File: src/hw/rtl/edu_pkg.sv
package edu_pkg;

    // Sum of squared differences, Q33.24, saturating at 2^56
    localparam int SUM_W = 57;
    localparam logic [SUM_W:0] SUM_CAP = 58'h100_0000_0000_0000;

    // Distance, unsigned Q17.12
    localparam int DIST_W = 29;

    // Square root: one result bit per step
    localparam int ROOT_STEPS = 29;
    localparam int STEP_W = 5;
    localparam int REM_W = 32;

    // Queue of finished sums between accumulator and root unit
    localparam int Q_DEPTH = 4;
    localparam int Q_PTR_W = 2;
    localparam int Q_CNT_W = 3;

    typedef struct packed {
        logic [SUM_W-1:0] sum;
        logic             absent;
    } t_pair;

    typedef enum logic [1:0] {
        ST_IDLE,
        ST_CALC,
        ST_DONE
    } t_state;

endpackage

File: src/hw/rtl/edu_front.sv
module edu_front #(
    parameter int COORD_WIDTH = 24
) (
    input  logic                          i_clk,
    input  logic                          i_rst_n,
    input  logic                          i_valid,
    output logic                          o_stall,
    input  logic signed [COORD_WIDTH-1:0] i_x_coord,
    input  logic signed [COORD_WIDTH-1:0] i_y_coord,
    input  logic                          i_x_absent,
    input  logic                          i_y_absent,
    input  logic                          i_final_column,
    input  logic [edu_pkg::Q_CNT_W-1:0]   i_q_count,
    output logic                          o_push,
    output edu_pkg::t_pair                o_pair
);
    import edu_pkg::*;

    localparam int MAG_W = COORD_WIDTH + 1;
    localparam int SQ_W  = 2 * COORD_WIDTH + 1;

    logic                    accept;
    logic [Q_CNT_W:0]        pending;
    logic signed [MAG_W-1:0] diff;
    logic [MAG_W-1:0]        mag;
    logic [2*MAG_W-1:0]      product;
    logic                    absent_now;
    logic [SUM_W:0]          total;
    logic [SUM_W-1:0]        sum_next;

    logic                    r_s1_valid;
    logic signed [MAG_W-1:0] r_s1_diff;
    logic                    r_s1_absent;
    logic                    r_s1_last;
    logic                    r_s2_valid;
    logic [SQ_W-1:0]         r_s2_sq;
    logic                    r_s2_absent;
    logic                    r_s2_last;
    logic [SUM_W-1:0]        r_sum;
    logic                    r_saw_absent;

    // Hold input while the queue could not take every pair end in flight
    assign pending = {1'b0, i_q_count}
                   + {{Q_CNT_W{1'b0}}, r_s1_valid & r_s1_last}
                   + {{Q_CNT_W{1'b0}}, r_s2_valid & r_s2_last};
    assign o_stall = (pending >= (Q_CNT_W+1)'(Q_DEPTH));
    assign accept  = i_valid & ~o_stall;

    // Difference of the two coordinates, one bit wider
    assign diff = MAG_W'(i_x_coord) - MAG_W'(i_y_coord);

    // Magnitude and square
    assign mag     = r_s1_diff[MAG_W-1] ? MAG_W'(-r_s1_diff) : MAG_W'(r_s1_diff);
    assign product = {{MAG_W{1'b0}}, mag} * {{MAG_W{1'b0}}, mag};

    // Saturating accumulate
    assign absent_now = r_s2_absent | r_saw_absent;
    assign total      = {1'b0, r_sum} + {{(SUM_W+1-SQ_W){1'b0}}, r_s2_sq};
    always_comb begin
        if (absent_now) begin
            sum_next = r_sum;
        end else if (total >= SUM_CAP) begin
            sum_next = SUM_CAP[SUM_W-1:0];
        end else begin
            sum_next = total[SUM_W-1:0];
        end
    end

    assign o_push        = r_s2_valid & r_s2_last;
    assign o_pair.sum    = sum_next;
    assign o_pair.absent = absent_now;

    // Advance the pipeline valids
    always_ff @(posedge i_clk) begin
        if (!i_rst_n) begin
            r_s1_valid <= 1'b0;
            r_s2_valid <= 1'b0;
        end else begin
            r_s1_valid <= accept;
            r_s2_valid <= r_s1_valid;
        end
    end

    // Pipeline payload
    always_ff @(posedge i_clk) begin
        if (accept) begin
            r_s1_diff   <= diff;
            r_s1_absent <= i_x_absent | i_y_absent;
            r_s1_last   <= i_final_column;
        end
        r_s2_sq     <= product[SQ_W-1:0];
        r_s2_absent <= r_s1_absent;
        r_s2_last   <= r_s1_last;
    end

    // Running sum; drop it at the end of each pair
    always_ff @(posedge i_clk) begin
        if (!i_rst_n) begin
            r_sum        <= '0;
            r_saw_absent <= 1'b0;
        end else if (r_s2_valid) begin
            if (r_s2_last) begin
                r_sum        <= '0;
                r_saw_absent <= 1'b0;
            end else begin
                r_sum        <= sum_next;
                r_saw_absent <= absent_now;
            end
        end
    end

endmodule

File: src/hw/rtl/edu_queue.sv
module edu_queue (
    input  logic                        i_clk,
    input  logic                        i_rst_n,
    input  logic                        i_push,
    input  edu_pkg::t_pair              i_pair,
    input  logic                        i_pop,
    output edu_pkg::t_pair              o_head,
    output logic [edu_pkg::Q_CNT_W-1:0] o_count
);
    import edu_pkg::*;

    t_pair              r_mem [Q_DEPTH];
    logic [Q_PTR_W-1:0] r_wr;
    logic [Q_PTR_W-1:0] r_rd;
    logic [Q_CNT_W-1:0] r_count;

    assign o_head  = r_mem[r_rd];
    assign o_count = r_count;

    // Pointers and fill count
    always_ff @(posedge i_clk) begin
        if (!i_rst_n) begin
            r_wr    <= '0;
            r_rd    <= '0;
            r_count <= '0;
        end else begin
            if (i_push) begin
                r_wr <= r_wr + 1'b1;
            end
            if (i_pop) begin
                r_rd <= r_rd + 1'b1;
            end
            case ({i_push, i_pop})
                2'b10:   r_count <= r_count + 1'b1;
                2'b01:   r_count <= r_count - 1'b1;
                default: r_count <= r_count;
            endcase
        end
    end

    // Entry storage
    always_ff @(posedge i_clk) begin
        if (i_push) begin
            r_mem[r_wr] <= i_pair;
        end
    end

endmodule

File: src/hw/rtl/edu_sqrt.sv
module edu_sqrt (
    input  logic                        i_clk,
    input  logic                        i_rst_n,
    input  edu_pkg::t_pair              i_head,
    input  logic [edu_pkg::Q_CNT_W-1:0] i_count,
    output logic                        o_pop,
    output logic                        o_valid,
    input  logic                        i_stall,
    output logic [edu_pkg::DIST_W-1:0]  o_distance,
    output logic                        o_distance_absent
);
    import edu_pkg::*;

    t_state            r_state;
    t_state            n_state;
    logic [SUM_W:0]    r_num;
    logic [REM_W-1:0]  r_rem;
    logic [DIST_W-1:0] r_root;
    logic [STEP_W-1:0] r_step;
    logic              r_absent;

    logic              have_pair;
    logic              last_step;
    logic [REM_W-1:0]  rem_sh;
    logic [REM_W-1:0]  trial;
    logic              take;

    assign have_pair = (i_count != '0);
    assign last_step = (r_step == STEP_W'(ROOT_STEPS - 1));

    // One root bit: bring down two bits of the radicand, trial subtract
    assign rem_sh = {r_rem[REM_W-3:0], r_num[SUM_W:SUM_W-1]};
    assign trial  = {1'b0, r_root, 2'b01};
    assign take   = (rem_sh >= trial);

    // Next state
    always_comb begin
        n_state = r_state;
        case (r_state)
            ST_IDLE: begin
                if (have_pair) begin
                    n_state = i_head.absent ? ST_DONE : ST_CALC;
                end
            end
            ST_CALC: begin
                if (last_step) begin
                    n_state = ST_DONE;
                end
            end
            ST_DONE: begin
                if (!i_stall) begin
                    n_state = ST_IDLE;
                end
            end
            default: n_state = ST_IDLE;
        endcase
    end

    // Outputs
    always_comb begin
        o_pop   = 1'b0;
        o_valid = 1'b0;
        case (r_state)
            ST_IDLE: o_pop   = have_pair;
            ST_CALC: o_pop   = 1'b0;
            ST_DONE: o_valid = 1'b1;
            default: begin
                o_pop   = 1'b0;
                o_valid = 1'b0;
            end
        endcase
    end

    assign o_distance        = r_root;
    assign o_distance_absent = r_absent;

    always_ff @(posedge i_clk) begin
        if (!i_rst_n) begin
            r_state <= ST_IDLE;
        end else begin
            r_state <= n_state;
        end
    end

    // Load a pair and iterate the root
    always_ff @(posedge i_clk) begin
        case (r_state)
            ST_IDLE: begin
                r_num    <= {1'b0, i_head.sum};
                r_rem    <= '0;
                r_root   <= '0;
                r_step   <= '0;
                r_absent <= i_head.absent;
            end
            ST_CALC: begin
                r_num  <= {r_num[SUM_W-2:0], 2'b00};
                r_rem  <= take ? (rem_sh - trial) : rem_sh;
                r_root <= {r_root[DIST_W-2:0], take};
                r_step <= r_step + 1'b1;
            end
            default: begin
                r_step <= r_step;
            end
        endcase
    end

endmodule

File: src/hw/rtl/euclidean_distance_unit.sv
// A result follows its final column through the front pipeline, the queue write, the root load
// and 29 root steps; a missing-coordinate pair goes from the root load straight to done.
// Throughput: one column per cycle into the accumulator while o_stall is low; the root unit
// works on one pair at a time, and a 4-entry queue of sums lets the front run ahead.
// Reset: synchronous, active low; clears pipeline valids, running sum, queue and
// root state. No clearing pass.
module euclidean_distance_unit #(
    parameter int COORD_WIDTH = 24
) (
    input  logic                                i_clk,
    input  logic                                i_rst_n,
    input  logic                                i_valid,
    output logic                                o_stall,
    input  logic signed [COORD_WIDTH-1:0]       i_x_coord,
    input  logic signed [COORD_WIDTH-1:0]       i_y_coord,
    input  logic                                i_x_absent,
    input  logic                                i_y_absent,
    input  logic                                i_final_column,
    output logic                                o_valid,
    input  logic                                i_stall,
    output logic [edu_pkg::DIST_W-1:0]          o_distance,
    output logic                                o_distance_absent
);
    import edu_pkg::*;

    logic               push;
    logic               pop;
    t_pair              pair;
    t_pair              head;
    logic [Q_CNT_W-1:0] q_count;

    edu_front #(
        .COORD_WIDTH(COORD_WIDTH)
    ) u_front (
        .i_clk          (i_clk),
        .i_rst_n        (i_rst_n),
        .i_valid        (i_valid),
        .o_stall        (o_stall),
        .i_x_coord      (i_x_coord),
        .i_y_coord      (i_y_coord),
        .i_x_absent     (i_x_absent),
        .i_y_absent     (i_y_absent),
        .i_final_column (i_final_column),
        .i_q_count      (q_count),
        .o_push         (push),
        .o_pair         (pair)
    );

    edu_queue u_queue (
        .i_clk   (i_clk),
        .i_rst_n (i_rst_n),
        .i_push  (push),
        .i_pair  (pair),
        .i_pop   (pop),
        .o_head  (head),
        .o_count (q_count)
    );

    edu_sqrt u_sqrt (
        .i_clk             (i_clk),
        .i_rst_n           (i_rst_n),
        .i_head            (head),
        .i_count           (q_count),
        .o_pop             (pop),
        .o_valid           (o_valid),
        .i_stall           (i_stall),
        .o_distance        (o_distance),
        .o_distance_absent (o_distance_absent)
    );

endmodule
File: config.mk
export PLATFORM = sky130hd
export DESIGN_NAME = euclidean_distance_unit
export DESIGN_NICKNAME = d
export VERILOG_FILES = /design/src/hw/rtl/edu_pkg.sv /design/src/hw/rtl/edu_front.sv /design/src/hw/rtl/edu_queue.sv /design/src/hw/rtl/edu_sqrt.sv /design/src/hw/rtl/euclidean_distance_unit.sv
export SDC_FILE = /design/constraint.sdc
export NUM_CORES = 2
export LEC_CHECK = 0
export ABC_AREA = 1
export BUFFER_PORTS_ARGS = -buffer_cell sky130_fd_sc_hd__buf_2
export CORE_MARGIN = 5
export CORE_UTILIZATION = 35
export CTS_BUF_LIST = sky130_fd_sc_hd__clkbuf_16
export DETAILED_ROUTE_END_ITERATION = 6
export PLACE_DENSITY = 0.47
export SLEW_MARGIN = 0
export SYNTH_ARGS = -nofsm -noshare
export SYNTH_HDL_FRONTEND = slang
export SYNTH_SLANG_ARGS = --single-unit
File: constraint.sdc
create_clock -name i_clk -period 11.3 [get_ports i_clk]
set_clock_uncertainty 0.15 [all_clocks]
set_input_delay 0 -clock i_clk [delete_from_list [all_inputs] [get_ports i_clk]]
set_output_delay 0 -clock i_clk [all_outputs]
set_load 0.1 [all_outputs]
==> flow_results.xml <==
<?xml version="1.0" encoding="UTF-8"?>
<metrics>
  <group name="layout">
    <metric name="area_growth_syn_to_layout" unit="%">10.73</metric>
    <metric name="drive_gt1_share" unit="%">8.733</metric>
    <metric name="layout.nets" unit="">6433</metric>
    <metric name="num-fill-cells" unit="">13450</metric>
    <metric name="mostFrequentLayoutCell" unit="">sky130_fd_sc_hd__inv_1</metric>
    <metric name="antenna_cells" unit="">0</metric>
    <metric name="final_cell_area" unit="um^2">51140</metric>
    <metric name="instances_no_fill" unit="">7423</metric>
    <metric name="most-common-layout-cells" unit="">1191 x sky130_fd_sc_hd__inv_1, 1050 x sky130_fd_sc_hd__nand2_1, 650 x sky130_fd_sc_hd__nor2_1</metric>
  </group>
  <group name="route">
    <metric name="detailedRoute.firstPassIterationCount" unit="">5</metric>
    <metric name="vias_per_cell" unit="">4.703</metric>
    <metric name="drt_iter0_markers" unit="">2023</metric>
    <metric name="dr_total_vias" unit="">34912</metric>
    <metric name="remaining_drc_errors" unit="">0</metric>
    <metric name="routed_wirelength" unit="mm">130.0</metric>
    <metric name="detail_route.wl_per_cell" unit="um">17.51</metric>
    <metric name="final_antenna_net_count" unit="">0</metric>
  </group>
  <group name="global_route">
    <metric name="globalRoute.busiestLayer" unit="">met2</metric>
    <metric name="vias_in_the_first_global_route" unit="">36403</metric>
    <metric name="grt_first_pass_wirelength" unit="mm">206.6</metric>
    <metric name="grt.met1_usage" unit="%">25.29</metric>
    <metric name="globalRoute.totalOverflow" unit="">0</metric>
    <metric name="largest_net_degree_at_the_start_of_global_routing" unit="">75</metric>
    <metric name="antenna_found_initial" unit="">3</metric>
    <metric name="grt_util_met2" unit="%">31.82</metric>
    <metric name="globalRouteTotalUtil" unit="%">18.64</metric>
    <metric name="grt_use_met3" unit="%">2.346</metric>
  </group>
  <group name="logic_synthesis">
    <metric name="yosys.cell_types.count" unit="">63</metric>
    <metric name="syn_avg_cell_area" unit="um^2">8.407</metric>
    <metric name="post-synth-top-area-cell" unit="">sky130_fd_sc_hd__edfxtp_1</metric>
    <metric name="postSynthRegisterBits" unit="">503</metric>
    <metric name="count_of_yosys_warnings_during_synthesis" unit="">0</metric>
    <metric name="synth_enable_flop_cells" unit="">382</metric>
    <metric name="largest_cells_by_area_after_synthesis" unit="">sky130_fd_sc_hd__edfxtp_1 25%, sky130_fd_sc_hd__fa_1 20%, sky130_fd_sc_hd__inv_1 9.6%, sky130_fd_sc_hd__nand2_1 8.5%, sky130_fd_sc_hd__ha_1 7.8%</metric>
    <metric name="ys_async_sr_fraction" unit="%">0</metric>
    <metric name="proportion_of_netlist_area_held_by_the_largest_area_contributor" unit="%">24.84</metric>
    <metric name="post_synth_inst_count" unit="">5494</metric>
    <metric name="synth.yosys.seq_area_share" unit="%">30.08</metric>
    <metric name="postSynth.topFlopCell" unit="">sky130_fd_sc_hd__edfxtp_1</metric>
    <metric name="synth.cell_area" unit="um^2">46190</metric>
  </group>
  <group name="floorplan">
    <metric name="initial_utilization" unit="%">35.18</metric>
    <metric name="die-area" unit="um^2">139300</metric>
    <metric name="fp.coreArea" unit="um^2">131300</metric>
    <metric name="io_pins" unit="">87</metric>
    <metric name="die_width" unit="um">373.3</metric>
    <metric name="floorplan.die.height" unit="um">373.3</metric>
    <metric name="row_count" unit="">133</metric>
  </group>
  <group name="setup_path">
    <metric name="worst-path-max-fanout" unit="">26</metric>
    <metric name="cp-start-kind" unit="">flop</metric>
    <metric name="critical-path-slowest-cell" unit="">sky130_fd_sc_hd__nand2_1</metric>
    <metric name="required_time_at_the_endpoint_of_the_critical_path" unit="ns">11.72</metric>
    <metric name="worst_path_most_repeated_cell" unit="">sky130_fd_sc_hd__inv_1</metric>
    <metric name="timing.critical_path.to_type" unit="">flop</metric>
    <metric name="cp_slowest_stage_delay" unit="ns">0.58</metric>
    <metric name="timing.critical_path.arrival" unit="ns">9.99</metric>
    <metric name="critPathKind" unit="">reg2reg</metric>
  </group>
  <group name="placement">
    <metric name="dp_worst_setup_slack" unit="ns">1.776</metric>
    <metric name="routabilityCongestion" unit="">0.9131</metric>
    <metric name="place_hpwl" unit="mm">100.8</metric>
    <metric name="placedCellCount" unit="">7234</metric>
    <metric name="numPortBuffers" unit="">86</metric>
    <metric name="dpl_cell_area" unit="um^2">48420</metric>
  </group>
  <group name="timing">
    <metric name="setup_violations" unit="">0</metric>
    <metric name="finalHoldViolations" unit="">0</metric>
    <metric name="worst_slack" unit="ns">1.737</metric>
    <metric name="rsz0062_at_grt" unit="">no</metric>
    <metric name="timing.final.crit_period" unit="ns">9.563</metric>
    <metric name="report.final.slew_viol_count" unit="">0</metric>
    <metric name="maxClockFrequency" unit="GHz">0.1046</metric>
    <metric name="relSlewSlack" unit="%">25.84</metric>
    <metric name="max_slew.worst_pin.slew" unit="ns">1.112</metric>
    <metric name="min_period_over_period" unit="%">84.63</metric>
    <metric name="final_layout_setup_total_negative_slack" unit="ns">0</metric>
  </group>
  <group name="min_path">
    <metric name="hold_crit_path_type" unit="">in2reg</metric>
  </group>
  <group name="clock_network">
    <metric name="max_clock_buf_depth" unit="">3</metric>
    <metric name="cts_root_buf" unit="">sky130_fd_sc_hd__clkbuf_16</metric>
    <metric name="holdBufCountCts" unit="">78</metric>
    <metric name="numCtsBuffers" unit="">59</metric>
    <metric name="clock-sinks" unit="">503</metric>
    <metric name="tritoncts" unit="">built</metric>
    <metric name="insertion_delay" unit="ns">0.69</metric>
    <metric name="post_cts_resize_count" unit="">0</metric>
    <metric name="clk_pin_slew_worst_paths" unit="ns">0.06</metric>
    <metric name="cts_setup_buffers" unit="">0</metric>
    <metric name="htree_levels" unit="">2</metric>
  </group>
  <group name="status">
    <metric name="outcome" unit="">complete, no violations</metric>
  </group>
  <group name="run">
    <metric name="drv_cap" unit="">0</metric>
  </group>
</metrics>
==> metal layers <==
metal / up-vias / share of wire (%) / wire length (um)
li1: 17274 / - / -
met1: 16790 / 46 / 59540
met2: 685 / 47 / 61270
met3: 161 / 4.5 / 5850
met4: 2 / 2.5 / 3294
met5: - / 0.0069 / 9
==> kinds of logic after synthesis <==
logic type / count (synthesis) / synth area share, %
flip-flops: 503 / 30.08
buffers and inverters: 1361 / 11.47
other: 2 / 0.01626
AO/OA/AOI/OAI: 615 / 7.694
AND/OR/NAND/NOR: 2120 / 19.96
adder cells (fa/ha/maj): 760 / 28.24
XOR/XNOR: 133 / 2.538
==> cell usage after synthesis, types with 5 or more instances <==
master                     number
sky130_fd_sc_hd__a21oi_1      185
sky130_fd_sc_hd__nand4_1       36
sky130_fd_sc_hd__a21o_1        18
sky130_fd_sc_hd__nor2_4         7
sky130_fd_sc_hd__nand4_2       50
sky130_fd_sc_hd__xnor2_1       36
sky130_fd_sc_hd__o211ai_1       5
sky130_fd_sc_hd__a221oi_1       5
sky130_fd_sc_hd__o21ai_1       19
sky130_fd_sc_hd__clkbuf_1      93
sky130_fd_sc_hd__nand2_1     1050
sky130_fd_sc_hd__buf_2         17
sky130_fd_sc_hd__nand3_2        5
sky130_fd_sc_hd__a21oi_2       49
sky130_fd_sc_hd__fa_1         471
sky130_fd_sc_hd__nand3b_1       6
sky130_fd_sc_hd__clkinv_1       7
sky130_fd_sc_hd__buf_1         12
sky130_fd_sc_hd__buf_6          6
sky130_fd_sc_hd__nor2_2         7
sky130_fd_sc_hd__edfxtp_1     382
sky130_fd_sc_hd__inv_2         28
sky130_fd_sc_hd__or2_2          9
sky130_fd_sc_hd__ha_1         289
sky130_fd_sc_hd__nor4_1         9
sky130_fd_sc_hd__nor3_1        38
sky130_fd_sc_hd__nand2_2      113
sky130_fd_sc_hd__nand3_1      115
sky130_fd_sc_hd__dfxtp_1      121
sky130_fd_sc_hd__nor2_1       658
sky130_fd_sc_hd__o21a_1         6
sky130_fd_sc_hd__o21ai_0      213
sky130_fd_sc_hd__buf_12         5
sky130_fd_sc_hd__buf_4         10
sky130_fd_sc_hd__a31oi_1       78
sky130_fd_sc_hd__xor2_1        96
sky130_fd_sc_hd__inv_1       1182
sky130_fd_sc_hd__o21bai_1      18
==> final timing paths <==
check / slack [ns] / endpoint / cells after the start / from
setup / recovery: 1.74 / u_front.r_s2_sq[44]$_DFF_P_ / 37 / u_front.r_s1_diff[0]$_DFFE_PP_
hold / removal: 0.06 / u_front.r_s1_diff[24]$_DFFE_PP_ / 8 / i_y_coord[15]
setup reg to reg: 1.74 / u_front.r_s2_sq[44]$_DFF_P_ / 37 / u_front.r_s1_diff[0]$_DFFE_PP_
hold reg to reg: 0.19 / u_front.r_s2_absent$_DFF_P_ / 0 / u_front.r_s1_absent$_DFFE_PP_
==> per-stage QoR <==
step | util, % | hold slack, ns
finish | 38.95 | 0.05866
global route | 38.95 | 0.06316
CTS | 38.95 | 0.01832
detailed placement | 36.87 | 0.03985
global placement | 36.87 | 0.04498
floorplan | - | -0.05237
==> critical path, delay by kind of cell, from the launching register on <==
family | cells | cell delay [ns]
AO/OA/AOI/OAI | 2 | 0.35
XOR/XNOR | 1 | 0.15
adder cells (fa/ha/maj) | 9 | 4.19
buffers and inverters | 9 | 1.44
flip-flops | 1 | 0.45
AND/OR/NAND/NOR | 16 | 2.74
==> flip-flops by register name, summed over array words and instances, names as in the netlist, 5 cells and up, named ones only <==
name	cells
u_front.r_s2_sq	48
u_queue.r_mem	232
u_sqrt.r_rem	30
u_front.r_s1_diff	25
u_front.r_sum	57
u_sqrt.o_distance	29
u_sqrt.r_step	5
u_sqrt.r_num	58
==> area by class of cell <==
cell class                 count  area [um^2]  area share, %
multi-input combinational   3646        27110          53.01
sequential                   503        13900          27.18
inverter                    1218         4584          8.964
tap                         1755         2196          4.294
clock buffer                  60         1501          2.936
timing repair buffer         190         1406          2.750
clock inverter                51        444.2         0.8685
Power is not shown: default switching activity piles up to over one toggle a cycle in this logic, so the estimate is an artifact.
